File: src/rtl/topological_sort_kahn_unit_assert.svh
// Assertion macros used by the topological sort controller.
`ifndef TOPOLOGICAL_SORT_KAHN_UNIT_ASSERT_SVH
`define TOPOLOGICAL_SORT_KAHN_UNIT_ASSERT_SVH

// Assert that an antecedent implies a consequent in the same cycle.
`define TSK_ASSERT_IMP(lbl, clk, rstn, ante, cons) \
  lbl: assert property (@(posedge clk) disable iff (!rstn) (ante) |-> (cons)) \
    else $error("assertion failed");

// Assert that a condition always holds.
`define TSK_ASSERT_ALW(lbl, clk, rstn, cond) \
  lbl: assert property (@(posedge clk) disable iff (!rstn) (cond)) \
    else $error("assertion failed");

`endif

File: src/rtl/tsk_pkg.sv
`timescale 1ns / 1ps
package tsk_pkg;
  localparam int unsigned MaxVerticesDef = 64;
  localparam int unsigned MaxEdgesDef = 256;
  localparam int unsigned CfgWidth = 7;
  localparam logic [CfgWidth-1:0] VertexCountReset = 7'd64;
  localparam logic REQ_ADD = 1'b0;
  localparam logic REQ_RUN = 1'b1;

  typedef enum logic [3:0] {
    ST_IDLE,
    ST_CLR,
    ST_CNT_RD,
    ST_CNT_DEG,
    ST_CNT,
    ST_SEED_RD,
    ST_SEED,
    ST_POP,
    ST_POP_WAIT,
    ST_EDGE_RD,
    ST_EDGE_DEG,
    ST_EDGE,
    ST_EMIT,
    ST_EMIT_WAIT,
    ST_CYCLE
  } state_e;

  // Commands from the controller to the datapath.
  typedef struct packed {
    logic add_edge;
    logic vtx_start;
    logic vtx_step;
    logic clr_deg;
    logic deg_vtx;
    logic edge_start_fwd;
    logic edge_start_back;
    logic edge_inc;
    logic edge_dec;
    logic cnt_apply;
    logic seed_apply;
    logic dec_apply;
    logic pop;
    logic out_load;
    logic out_cycle;
  } cmd_t;

  // Status from the datapath to the controller.
  typedef struct packed {
    logic vtx_done;
    logic edge_fwd_last;
    logic edge_back_last;
    logic fifo_empty;
    logic all_visited;
    logic has_edges;
  } status_t;
endpackage

File: src/rtl/tsk_ram.sv
`timescale 1ns / 1ps
module tsk_ram #(
  parameter int unsigned Width = 8,
  parameter int unsigned Depth = 16
) (
  input  logic                     clk_i,
  input  logic                     we_i,
  input  logic [$clog2(Depth)-1:0] waddr_i,
  input  logic [Width-1:0]         wdata_i,
  input  logic [$clog2(Depth)-1:0] raddr_i,
  output logic [Width-1:0]         rdata_o
);
  logic [Width-1:0] mem_q [Depth];

  // Single write port, registered read port.
  always_ff @(posedge clk_i) begin
    if (we_i) begin
      mem_q[waddr_i] <= wdata_i;
    end
    rdata_o <= mem_q[raddr_i];
  end
endmodule

File: src/rtl/tsk_datapath.sv
`timescale 1ns / 1ps
module tsk_datapath import tsk_pkg::*; #(
  parameter int unsigned MaxVertices = MaxVerticesDef,
  parameter int unsigned MaxEdges = MaxEdgesDef
) (
  input  logic                clk_i,
  input  logic                rst_ni,
  input  cmd_t                cmd_i,
  output status_t             status_o,
  input  logic [CfgWidth-1:0] vertex_count_i,
  input  logic [5:0]          src_i,
  input  logic [5:0]          dst_i,
  output logic [5:0]          order_vertex_o,
  output logic                cycle_found_o,
  output logic                is_last_o
);
  localparam int unsigned VW = $clog2(MaxVertices);
  localparam int unsigned VCW = $clog2(MaxVertices + 1);
  localparam int unsigned EW = $clog2(MaxEdges);
  localparam int unsigned ECW = $clog2(MaxEdges + 1);
  localparam int unsigned DW = ECW;

  logic [VCW-1:0] n_eff;
  logic [ECW-1:0] edge_total_q, edge_total_d;
  logic [ECW-1:0] eidx_q, eidx_d;
  logic [VCW-1:0] vidx_q, vidx_d;
  logic [VCW-1:0] head_q, head_d, tail_q, tail_d;
  logic [VW-1:0]  cur_q, cur_d;
  logic [5:0] e_src, e_dst, f_rd, o_rd;
  logic       add_ok, e_valid, dec_hit;
  logic [EW-1:0] e_raddr;
  logic fifo_we, ord_we;
  logic [VW-1:0] fifo_wa, fifo_ra, ord_ra, fifo_wd;
  logic          deg_we;
  logic [VW-1:0] deg_wa, deg_ra;
  logic [DW-1:0] deg_wd, deg_rd;
  logic [5:0] out_v_q;
  logic out_c_q, out_l_q;

  // Effective vertex count, clamped to the legal range.
  always_comb begin
    if (vertex_count_i == '0) begin
      n_eff = VCW'(1);
    end else if (32'(vertex_count_i) > MaxVertices) begin
      n_eff = VCW'(MaxVertices);
    end else begin
      n_eff = VCW'(vertex_count_i);
    end
  end

  assign add_ok = (32'(edge_total_q) < MaxEdges) && (7'(src_i) < 7'(n_eff)) &&
                  (7'(dst_i) < 7'(n_eff));
  assign e_raddr = eidx_q[EW-1:0];
  assign e_valid = (7'(e_src) < 7'(n_eff)) && (7'(e_dst) < 7'(n_eff));

  tsk_ram #(.Width(6), .Depth(MaxEdges)) u_src_ram (
    .clk_i, .we_i(cmd_i.add_edge && add_ok), .waddr_i(edge_total_q[EW-1:0]),
    .wdata_i(src_i), .raddr_i(e_raddr), .rdata_o(e_src));
  tsk_ram #(.Width(6), .Depth(MaxEdges)) u_dst_ram (
    .clk_i, .we_i(cmd_i.add_edge && add_ok), .waddr_i(edge_total_q[EW-1:0]),
    .wdata_i(dst_i), .raddr_i(e_raddr), .rdata_o(e_dst));

  // In-degree table: read at the vertex index while seeding, else at the
  // destination of the edge being read.
  assign deg_ra = cmd_i.deg_vtx ? vidx_q[VW-1:0] : e_dst[VW-1:0];
  tsk_ram #(.Width(DW), .Depth(MaxVertices)) u_deg_ram (
    .clk_i, .we_i(deg_we), .waddr_i(deg_wa), .wdata_i(deg_wd),
    .raddr_i(deg_ra), .rdata_o(deg_rd));

  // An edge of the popped vertex whose destination still has in-degree.
  assign dec_hit = cmd_i.dec_apply && e_valid && (e_src[VW-1:0] == cur_q) &&
                   (deg_rd != '0);

  // In-degree writes: clear, count up or count down, one per cycle.
  always_comb begin
    deg_we = 1'b0;
    deg_wa = e_dst[VW-1:0];
    deg_wd = '0;
    if (cmd_i.clr_deg) begin
      deg_we = 1'b1;
      deg_wa = vidx_q[VW-1:0];
    end else if (cmd_i.cnt_apply && e_valid) begin
      deg_we = 1'b1;
      deg_wd = deg_rd + DW'(1);
    end else if (dec_hit) begin
      deg_we = 1'b1;
      deg_wd = deg_rd - DW'(1);
    end
  end

  // Order RAM copies each FIFO write; pops never overwrite entries.
  assign fifo_ra = head_q[VW-1:0];
  assign ord_ra = vidx_q[VW-1:0];
  tsk_ram #(.Width(6), .Depth(MaxVertices)) u_fifo_ram (
    .clk_i, .we_i(fifo_we), .waddr_i(fifo_wa), .wdata_i(6'(fifo_wd)),
    .raddr_i(fifo_ra), .rdata_o(f_rd));
  tsk_ram #(.Width(6), .Depth(MaxVertices)) u_ord_ram (
    .clk_i, .we_i(ord_we), .waddr_i(fifo_wa), .wdata_i(6'(fifo_wd)),
    .raddr_i(ord_ra), .rdata_o(o_rd));

  // Index counters, FIFO pointers and FIFO writes.
  always_comb begin
    edge_total_d = edge_total_q;
    eidx_d = eidx_q;
    vidx_d = vidx_q;
    head_d = head_q;
    tail_d = tail_q;
    cur_d = cur_q;
    fifo_we = 1'b0;
    fifo_wa = tail_q[VW-1:0];
    fifo_wd = vidx_q[VW-1:0];
    if (cmd_i.add_edge && add_ok) edge_total_d = edge_total_q + ECW'(1);
    if (cmd_i.vtx_start) vidx_d = '0;
    else if (cmd_i.vtx_step) vidx_d = vidx_q + VCW'(1);
    if (cmd_i.edge_start_fwd) begin
      eidx_d = '0;
      head_d = '0;
      tail_d = '0;
    end else if (cmd_i.edge_start_back) begin
      eidx_d = edge_total_q - ECW'(1);
    end else if (cmd_i.edge_inc) begin
      eidx_d = eidx_q + ECW'(1);
    end else if (cmd_i.edge_dec) begin
      eidx_d = eidx_q - ECW'(1);
    end
    if (cmd_i.seed_apply && deg_rd == '0) begin
      fifo_we = 1'b1;
      tail_d = tail_q + VCW'(1);
    end
    if (dec_hit && deg_rd == DW'(1)) begin
      fifo_we = 1'b1;
      fifo_wd = e_dst[VW-1:0];
      tail_d = tail_q + VCW'(1);
    end
    if (cmd_i.pop) begin
      cur_d = f_rd[VW-1:0];
      head_d = head_q + VCW'(1);
    end
  end
  assign ord_we = fifo_we;

  always_ff @(posedge clk_i or negedge rst_ni) begin
    if (!rst_ni) begin
      edge_total_q <= '0;
      eidx_q <= '0;
      vidx_q <= '0;
      head_q <= '0;
      tail_q <= '0;
      cur_q <= '0;
    end else begin
      edge_total_q <= edge_total_d;
      eidx_q <= eidx_d;
      vidx_q <= vidx_d;
      head_q <= head_d;
      tail_q <= tail_d;
      cur_q <= cur_d;
    end
  end

  // Output register.
  always_ff @(posedge clk_i) begin
    if (cmd_i.out_load) begin
      out_v_q <= cmd_i.out_cycle ? 6'd0 : o_rd;
      out_c_q <= cmd_i.out_cycle;
      out_l_q <= cmd_i.out_cycle || (vidx_q == n_eff - VCW'(1));
    end
  end
  assign order_vertex_o = out_v_q;
  assign cycle_found_o = out_c_q;
  assign is_last_o = out_l_q;

  assign status_o.vtx_done = (vidx_q == n_eff - VCW'(1));
  assign status_o.edge_fwd_last = (eidx_q == edge_total_q - ECW'(1));
  assign status_o.edge_back_last = (eidx_q == '0);
  assign status_o.fifo_empty = (head_q == tail_q);
  assign status_o.all_visited = (tail_q == n_eff);
  assign status_o.has_edges = (edge_total_q != '0);
endmodule

File: src/rtl/tsk_ctrl.sv
`timescale 1ns / 1ps
`include "topological_sort_kahn_unit_assert.svh"
module tsk_ctrl import tsk_pkg::*; (
  input  logic    clk_i,
  input  logic    rst_ni,
  input  logic    in_valid_i,
  output logic    in_ready_o,
  input  logic    req_type_i,
  output logic    out_valid_o,
  input  logic    out_ready_i,
  input  status_t status_i,
  output cmd_t    cmd_o
);
  state_e state_q, state_d;
  logic ov_q, ov_d;

  always_ff @(posedge clk_i or negedge rst_ni) begin
    if (!rst_ni) begin
      state_q <= ST_IDLE;
      ov_q <= 1'b0;
    end else begin
      state_q <= state_d;
      ov_q <= ov_d;
    end
  end

  // Next state and commands.
  always_comb begin
    state_d = state_q;
    cmd_o = '0;
    ov_d = ov_q && !out_ready_i;
    in_ready_o = 1'b0;
    unique case (state_q)
      ST_IDLE: begin
        in_ready_o = !ov_q || out_ready_i;
        if (in_valid_i && in_ready_o) begin
          if (req_type_i == REQ_ADD) begin
            cmd_o.add_edge = 1'b1;
          end else begin
            cmd_o.vtx_start = 1'b1;
            state_d = ST_CLR;
          end
        end
      end
      ST_CLR: begin
        cmd_o.clr_deg = 1'b1;
        if (status_i.vtx_done) begin
          cmd_o.vtx_start = 1'b1;
          cmd_o.edge_start_fwd = 1'b1;
          state_d = status_i.has_edges ? ST_CNT_RD : ST_SEED_RD;
        end else begin
          cmd_o.vtx_step = 1'b1;
        end
      end
      ST_CNT_RD: state_d = ST_CNT_DEG;
      ST_CNT_DEG: state_d = ST_CNT;
      ST_CNT: begin
        cmd_o.cnt_apply = 1'b1;
        cmd_o.edge_inc = 1'b1;
        state_d = status_i.edge_fwd_last ? ST_SEED_RD : ST_CNT_RD;
      end
      ST_SEED_RD: begin
        cmd_o.deg_vtx = 1'b1;
        state_d = ST_SEED;
      end
      ST_SEED: begin
        cmd_o.seed_apply = 1'b1;
        cmd_o.vtx_step = 1'b1;
        state_d = status_i.vtx_done ? ST_POP_WAIT : ST_SEED_RD;
      end
      ST_POP_WAIT: begin
        if (status_i.fifo_empty) begin
          state_d = status_i.all_visited ? ST_EMIT_WAIT : ST_CYCLE;
          cmd_o.vtx_start = 1'b1;
        end else begin
          state_d = ST_POP;
        end
      end
      ST_POP: begin
        cmd_o.pop = 1'b1;
        if (status_i.has_edges) begin
          cmd_o.edge_start_back = 1'b1;
          state_d = ST_EDGE_RD;
        end else begin
          state_d = ST_POP_WAIT;
        end
      end
      ST_EDGE_RD: state_d = ST_EDGE_DEG;
      ST_EDGE_DEG: state_d = ST_EDGE;
      ST_EDGE: begin
        cmd_o.dec_apply = 1'b1;
        cmd_o.edge_dec = 1'b1;
        state_d = status_i.edge_back_last ? ST_POP_WAIT : ST_EDGE_RD;
      end
      ST_CYCLE: begin
        if (!ov_q || out_ready_i) begin
          cmd_o.out_load = 1'b1;
          cmd_o.out_cycle = 1'b1;
          ov_d = 1'b1;
          state_d = ST_IDLE;
        end
      end
      ST_EMIT_WAIT: begin
        state_d = ST_EMIT;
      end
      ST_EMIT: begin
        if (!ov_q || out_ready_i) begin
          cmd_o.out_load = 1'b1;
          cmd_o.vtx_step = 1'b1;
          ov_d = 1'b1;
          state_d = status_i.vtx_done ? ST_IDLE : ST_EMIT_WAIT;
        end
      end
      default: state_d = ST_IDLE;
    endcase
  end
  assign out_valid_o = ov_q;

  // Input is only taken between runs.
  `TSK_ASSERT_IMP(a_ready_only_idle, clk_i, rst_ni, in_ready_o, state_q == ST_IDLE)
  // The output register is never overwritten while a beat waits.
  `TSK_ASSERT_IMP(a_load_when_free, clk_i, rst_ni, cmd_o.out_load, !ov_q || out_ready_i)
  // A waiting beat stays valid until it is taken.
  `TSK_ASSERT_IMP(a_valid_held, clk_i, rst_ni, ov_q && !out_ready_i, ov_d)
  // Counting and decrementing never overlap.
  `TSK_ASSERT_ALW(a_one_deg_op, clk_i, rst_ni, !(cmd_o.cnt_apply && cmd_o.dec_apply))
endmodule

File: src/rtl/topological_sort_kahn_unit.sv
`timescale 1ns / 1ps
// Kahn topological sort unit.
// Input stream (s_axis): one beat per request. tuser is req_type (0 adds an
// edge, 1 runs the sort); tdata carries src_vertex and dst_vertex. An add
// beat is taken every cycle while idle with no output beat waiting, and
// produces no output; it is dropped if the edge store is full or a vertex
// is at or beyond the clamped vertex_count. A run beat clears the in-degree
// table, counts in-degrees over the E stored edges, seeds the ready FIFO,
// then for each visited vertex walks the whole edge store newest first.
// Each edge step passes through a read, an in-degree read and an update
// state, as the edge and in-degree memories have single registered read
// ports. No input is taken during a run.
// Output stream (m_axis): n beats of order_vertex with tlast on the final
// one, or one beat with tuser (cycle_found) set when a cycle exists. Each
// order beat passes through a wait state and an emit state. A stalled
// receiver holds the output register and the sort waits; while the final
// beat waits, input is held off too. No beat is lost.
// The APB port holds vertex_count at address 0 (reset 64).
// Reset clears the edge count, so the edge store is empty after reset.
module topological_sort_kahn_unit import tsk_pkg::*; #(
  parameter int unsigned MaxVertices = MaxVerticesDef,
  parameter int unsigned MaxEdges = MaxEdgesDef
) (
  input  logic        clk_i,
  input  logic        rst_ni,
  input  logic        s_axis_tvalid,
  output logic        s_axis_tready,
  input  logic [15:0] s_axis_tdata,  // [5:0] src_vertex, [11:6] dst_vertex
  input  logic        s_axis_tuser,  // [0] req_type
  output logic        m_axis_tvalid,
  input  logic        m_axis_tready,
  output logic [7:0]  m_axis_tdata,  // [5:0] order_vertex
  output logic        m_axis_tuser,  // [0] cycle_found
  output logic        m_axis_tlast,
  input  logic        psel,
  input  logic        penable,
  input  logic        pwrite,
  input  logic [1:0]  paddr,
  input  logic [31:0] pwdata,
  output logic [31:0] prdata,
  output logic        pready
);
  logic [CfgWidth-1:0] vc_q;
  cmd_t cmd;
  status_t status;
  logic [5:0] ov;

  // Configuration register.
  always_ff @(posedge clk_i or negedge rst_ni) begin
    if (!rst_ni) begin
      vc_q <= VertexCountReset;
    end else if (psel && penable && pwrite && paddr == 2'd0) begin
      vc_q <= pwdata[CfgWidth-1:0];
    end
  end
  assign pready = 1'b1;
  assign prdata = (paddr == 2'd0) ? {25'd0, vc_q} : 32'd0;

  tsk_ctrl u_ctrl (
    .clk_i, .rst_ni, .in_valid_i(s_axis_tvalid), .in_ready_o(s_axis_tready),
    .req_type_i(s_axis_tuser),
    .out_valid_o(m_axis_tvalid), .out_ready_i(m_axis_tready),
    .status_i(status), .cmd_o(cmd));

  tsk_datapath #(.MaxVertices(MaxVertices), .MaxEdges(MaxEdges)) u_dp (
    .clk_i, .rst_ni, .cmd_i(cmd), .status_o(status), .vertex_count_i(vc_q),
    .src_i(s_axis_tdata[5:0]), .dst_i(s_axis_tdata[11:6]),
    .order_vertex_o(ov), .cycle_found_o(m_axis_tuser), .is_last_o(m_axis_tlast));
  assign m_axis_tdata = {2'b00, ov};
endmodule
File: config.mk
export PLATFORM = sky130hd
export DESIGN_NAME = topological_sort_kahn_unit
export DESIGN_NICKNAME = d
export VERILOG_FILES = /design/src/rtl/tsk_pkg.sv /design/src/rtl/tsk_ram.sv /design/src/rtl/tsk_datapath.sv /design/src/rtl/tsk_ctrl.sv /design/src/rtl/topological_sort_kahn_unit.sv
export VERILOG_INCLUDE_DIRS = /design/src /design/src/rtl
export SDC_FILE = /design/constraint.sdc
export NUM_CORES = 2
export LEC_CHECK = 0
export BUFFER_PORTS_ARGS = -buffer_cell sky130_fd_sc_hd__buf_2
export CORE_ASPECT_RATIO = 1.1
export CORE_MARGIN = 2
export CORE_UTILIZATION = 46
export CTS_BUF_LIST = sky130_fd_sc_hd__clkbuf_8
export DETAILED_ROUTE_END_ITERATION = 8
export PLACE_DENSITY_LB_ADDON = 0.25
export REMOVE_ABC_BUFFERS = 1
export SYNTH_ARGS = -nofsm -noshare
export SYNTH_HDL_FRONTEND = slang
export SYNTH_HIERARCHICAL = 1
export SYNTH_MEMORY_MAX_BITS = 65536
export SYNTH_SLANG_ARGS = --single-unit
File: constraint.sdc
create_clock -name clk_i -period 9.7 [get_ports clk_i]
set_clock_uncertainty 0.1 [all_clocks]
set_input_delay 1.455 -clock clk_i [delete_from_list [all_inputs] [get_ports clk_i]]
set_output_delay 1.455 -clock clk_i [all_outputs]
set_load 0.03 [all_outputs]
==> metrics.yaml <==
finish:
  syn_to_final_growth_pct: 10.2
  multi_input_area_um2: 41400
  drive_above_1_share: 0.227
  final-seq-area_um2: 135000
  fin_area_um2: 197000
  final_cell_mix: "edfxtp_1 (4424), mux4_2 (979), nor2_1 (822)"
  fin_util: 0.509
  fin_nets: 9531
  fillers: 30985
  stdcell_count: 15185
  layout_commonest_cell: "edfxtp_1"
drt:
  ant_nets: 0
  drcViolationCount: 0
  drt-initial-drc-count: 10107
  wire_per_inst_um: 28.7
  routed_wl_um: 436000
  via_count: 90830
  via_per_inst: 5.98
  dr.pass1.iters: 6
global_routing:
  grt_pass1_wl_um: 632000
  grt_max_degree: 122
  antenna_found_initial: 25
  grt_usage: 0.218
  grt.overflow.total: 0
  grt_pass1_vias: 93121
yosys:
  synthMuxAreaShare: 0.147
  ys_ff_latch: 4514
  syn_avg_cell_area_um2: 19.8
  synth_top_cell_by_area: "edfxtp_1"
  synth_top_family_by_area: "multiplexers"
  syn_inst: 9054
  synthAdderAreaFrac: 0.00270
  synth.area.top_cells: "edfxtp_1 (74%), mux4_2 (12%), nor2_1 (1.7%)"
  syn-cell-area_um2: 179000
  synth-simple-area-share: 0.0417
  yosysTopAreaCellShare: 0.741
  ys_types: 100
  synth_xor_area_frac: 0.00288
  synth_edf_count: 4424
  synth_ff_type: "edfxtp_1"
  synth_async_sr_flop_share: 0.0126
  yosysWarningCount: 6
  ys_seq_area_frac: 0.753
  synth_compound_area_frac: 0.0343
power:
  p_leak_nw: 60.9
  power.density_nw_per_um2: 259
  ir_worst_vdd_v: 0.000238
floorplan:
  fp.dieW_um: 599
  fp.dieH_um: 659
  io_pins: 103
  core_area_um2: 388000
  rows: 240
  start_util: 0.462
  die-area_um2: 395000
clock_network:
  clockRootBuffer: "clkbuf_8"
  clkSlewWorstSetupHoldPaths_ns: 0.06
  clk_path_buf_depth: 4
  cts_hold_buf: 0
  post_cts_buffers: 0
  cts_resized: 0
  clkLatencyLatePin_ns: 1.24
  cts_buffers: 675
  cts_tree: "built"
  clock_sinks: 4514
  htreeDepth: 6
timing:
  setup_tns_ns: 0
  fin_crit_ns: 6.03
  final_max_slew_viol_count: 0
  fmax_mhz: 166
  tightestPinTransition_ns: 1.27
  hold_viol: 0
  slew_headroom: 0.152
  rsz0062_at_grt: "false"
  period_share: 0.622
  setup_violations: 0
  setup_ws_ns: 3.67
placed_design:
  portBuffers: 45
  hpwl_um: 263000
  post-place-ws_ns: 3.80
  dp_cells: 13961
  post_dp_cell_area_um2: 185000
  gp_congestion: 0.840
outcome:
  status: "completed"
worst_setup_path:
  critPathLaunchType: "flip-flop"
  critPathMaxFanout: 21
  cp.arrival_ns: 6.73
  cp-end-kind: "flip-flop"
  path_class: "reg -> reg"
  critPathRequiredTime_ns: 10.39
min_path:
  hold_class: "in -> async"
run:
  cap_violations: 0
## cell usage after synthesis (11+ instances only)
cell,number
a2111oi_0,18
nand3b_1,23
nand4_1,41
xor2_1,24
nor3_1,71
a22oi_1,180
o21ai_1,22
o21ai_0,95
edfxtp_1,4424
o211ai_1,21
nand2b_1,37
mux4_2,979
o22ai_1,80
nor2_1,826
or3_1,21
mux4_1,20
buf_4,101
and2_1,31
a41oi_1,14
or3b_2,12
dfxtp_1,33
buf_2,116
nand2_1,226
nand3_1,139
a211o_1,12
xnor2_1,35
nor2b_1,78
o22a_1,16
ha_1,37
clkbuf_1,270
dfrtp_1,56
o221ai_1,80
and3_1,16
a211oi_1,50
nor4_1,25
o21bai_1,11
inv_1,27
buf_1,18
mux2i_1,272
a221oi_1,37
a32oi_1,17
mux2_2,100
buf_6,46
a21oi_1,129
## state kept, by name, summed over array words and instances (netlist names), 9 cells and up
register and cells:
u_dp/eidx_q 9, u_dp/edge_total_q 9, u_dp/u_fifo_ram/mem_q 384, u_dp/u_deg_ram/mem_q 576, u_dp/u_deg_ram/rdata_o 9, u_dp/u_ord_ram/mem_q 384
u_dp/u_src_ram/mem_q 1536, u_dp/u_dst_ram/mem_q 1536
## layout make-up
class | instances | area share
multi-input combinational | 3977 | 0.210
tap | 5203 | 0.0330
antenna | 11 | 0.000139
clock buffer | 694 | 0.0484
clock inverter | 519 | 0.0146
inverter | 30 | 0.000571
sequential | 4514 | 0.684
timing repair buffer | 237 | 0.00961
## final timing paths
path	from	endpoint	slack, ns	depth (start not counted)
worst max register to register	vc_q[6]$_DFFE_PN1P_	u_dp/u_deg_ram/mem_q[62][7]$_DFFE_PP_	3.67	12
worst min-delay path	rst_ni	vc_q[1]$_DFFE_PN0P_	0.33	2
worst min register to register	u_dp/u_fifo_ram/rdata_o[4]$_DFF_P_	u_dp/cur_q[4]$_DFFE_PN0P_	0.37	1
min in group clk_i	u_dp/u_fifo_ram/rdata_o[4]$_DFF_P_	u_dp/cur_q[4]$_DFFE_PN0P_	0.37	1
max in group asynchronous	rst_ni	u_dp/eidx_q[4]$_DFFE_PN0P_	8.42	2
worst max-delay path	vc_q[6]$_DFFE_PN1P_	u_dp/u_deg_ram/mem_q[62][7]$_DFFE_PP_	3.67	12
## through the flow
step / hold slack, ns / power [mW]
floorplan: 0.339 / 33.6
global placement: 0.350 / 37.1
detailed placement: 0.352 / 37.2
CTS: 0.255 / 51.6
global route: 0.313 / 53.2
finish: 0.334 / 51.2
## cell families (layout without fill, tap and decap cells)
| family | count (synthesis) | in the layout |
|---|---|---|
| flip-flops | 4514 | 4514 |
| AND/OR/NAND/NOR | 1618 | 1618 |
| multiplexers | 1371 | 1371 |
| AO/OA/AOI/OAI | 863 | 863 |
| buffers and inverters | 589 | 1480 |
| XOR/XNOR | 59 | 59 |
| adder cells (fa/ha/maj) | 38 | 38 |
| other | 2 | 39 |
## layer usage
layer	vias to the layer above	global-route usage	routed length, um
met5	-	0	92
met4	14	0.0664	13400
met3	796	0.0420	34700
met2	3983	0.358	214000
met1	47910	0.295	174000
li1	38127	-	-
## power by group
part	switching (mW)	internal, mW	total, mW
sequential	0.474	21.9	22.4
clock	7.24	7.16	14.4
combinational	8.68	5.70	14.4
total	16.4	34.8	51.2
## worst max-delay path, stage by stage, from the launching register on
cell and delay, ns:
dfstp_2 0.51, buf_4 0.27, inv_1 0.26, nand2_1 0.41, ha_1 0.33, a21o_1 0.20, a211o_1 0.35, a211oi_4 0.48
nand2_4 0.16, o21bai_1 0.58, nor2b_1 0.36, nand3_1 0.58, nor2_1 1.00
Note: power is estimated with default switching activity, not from simulation.
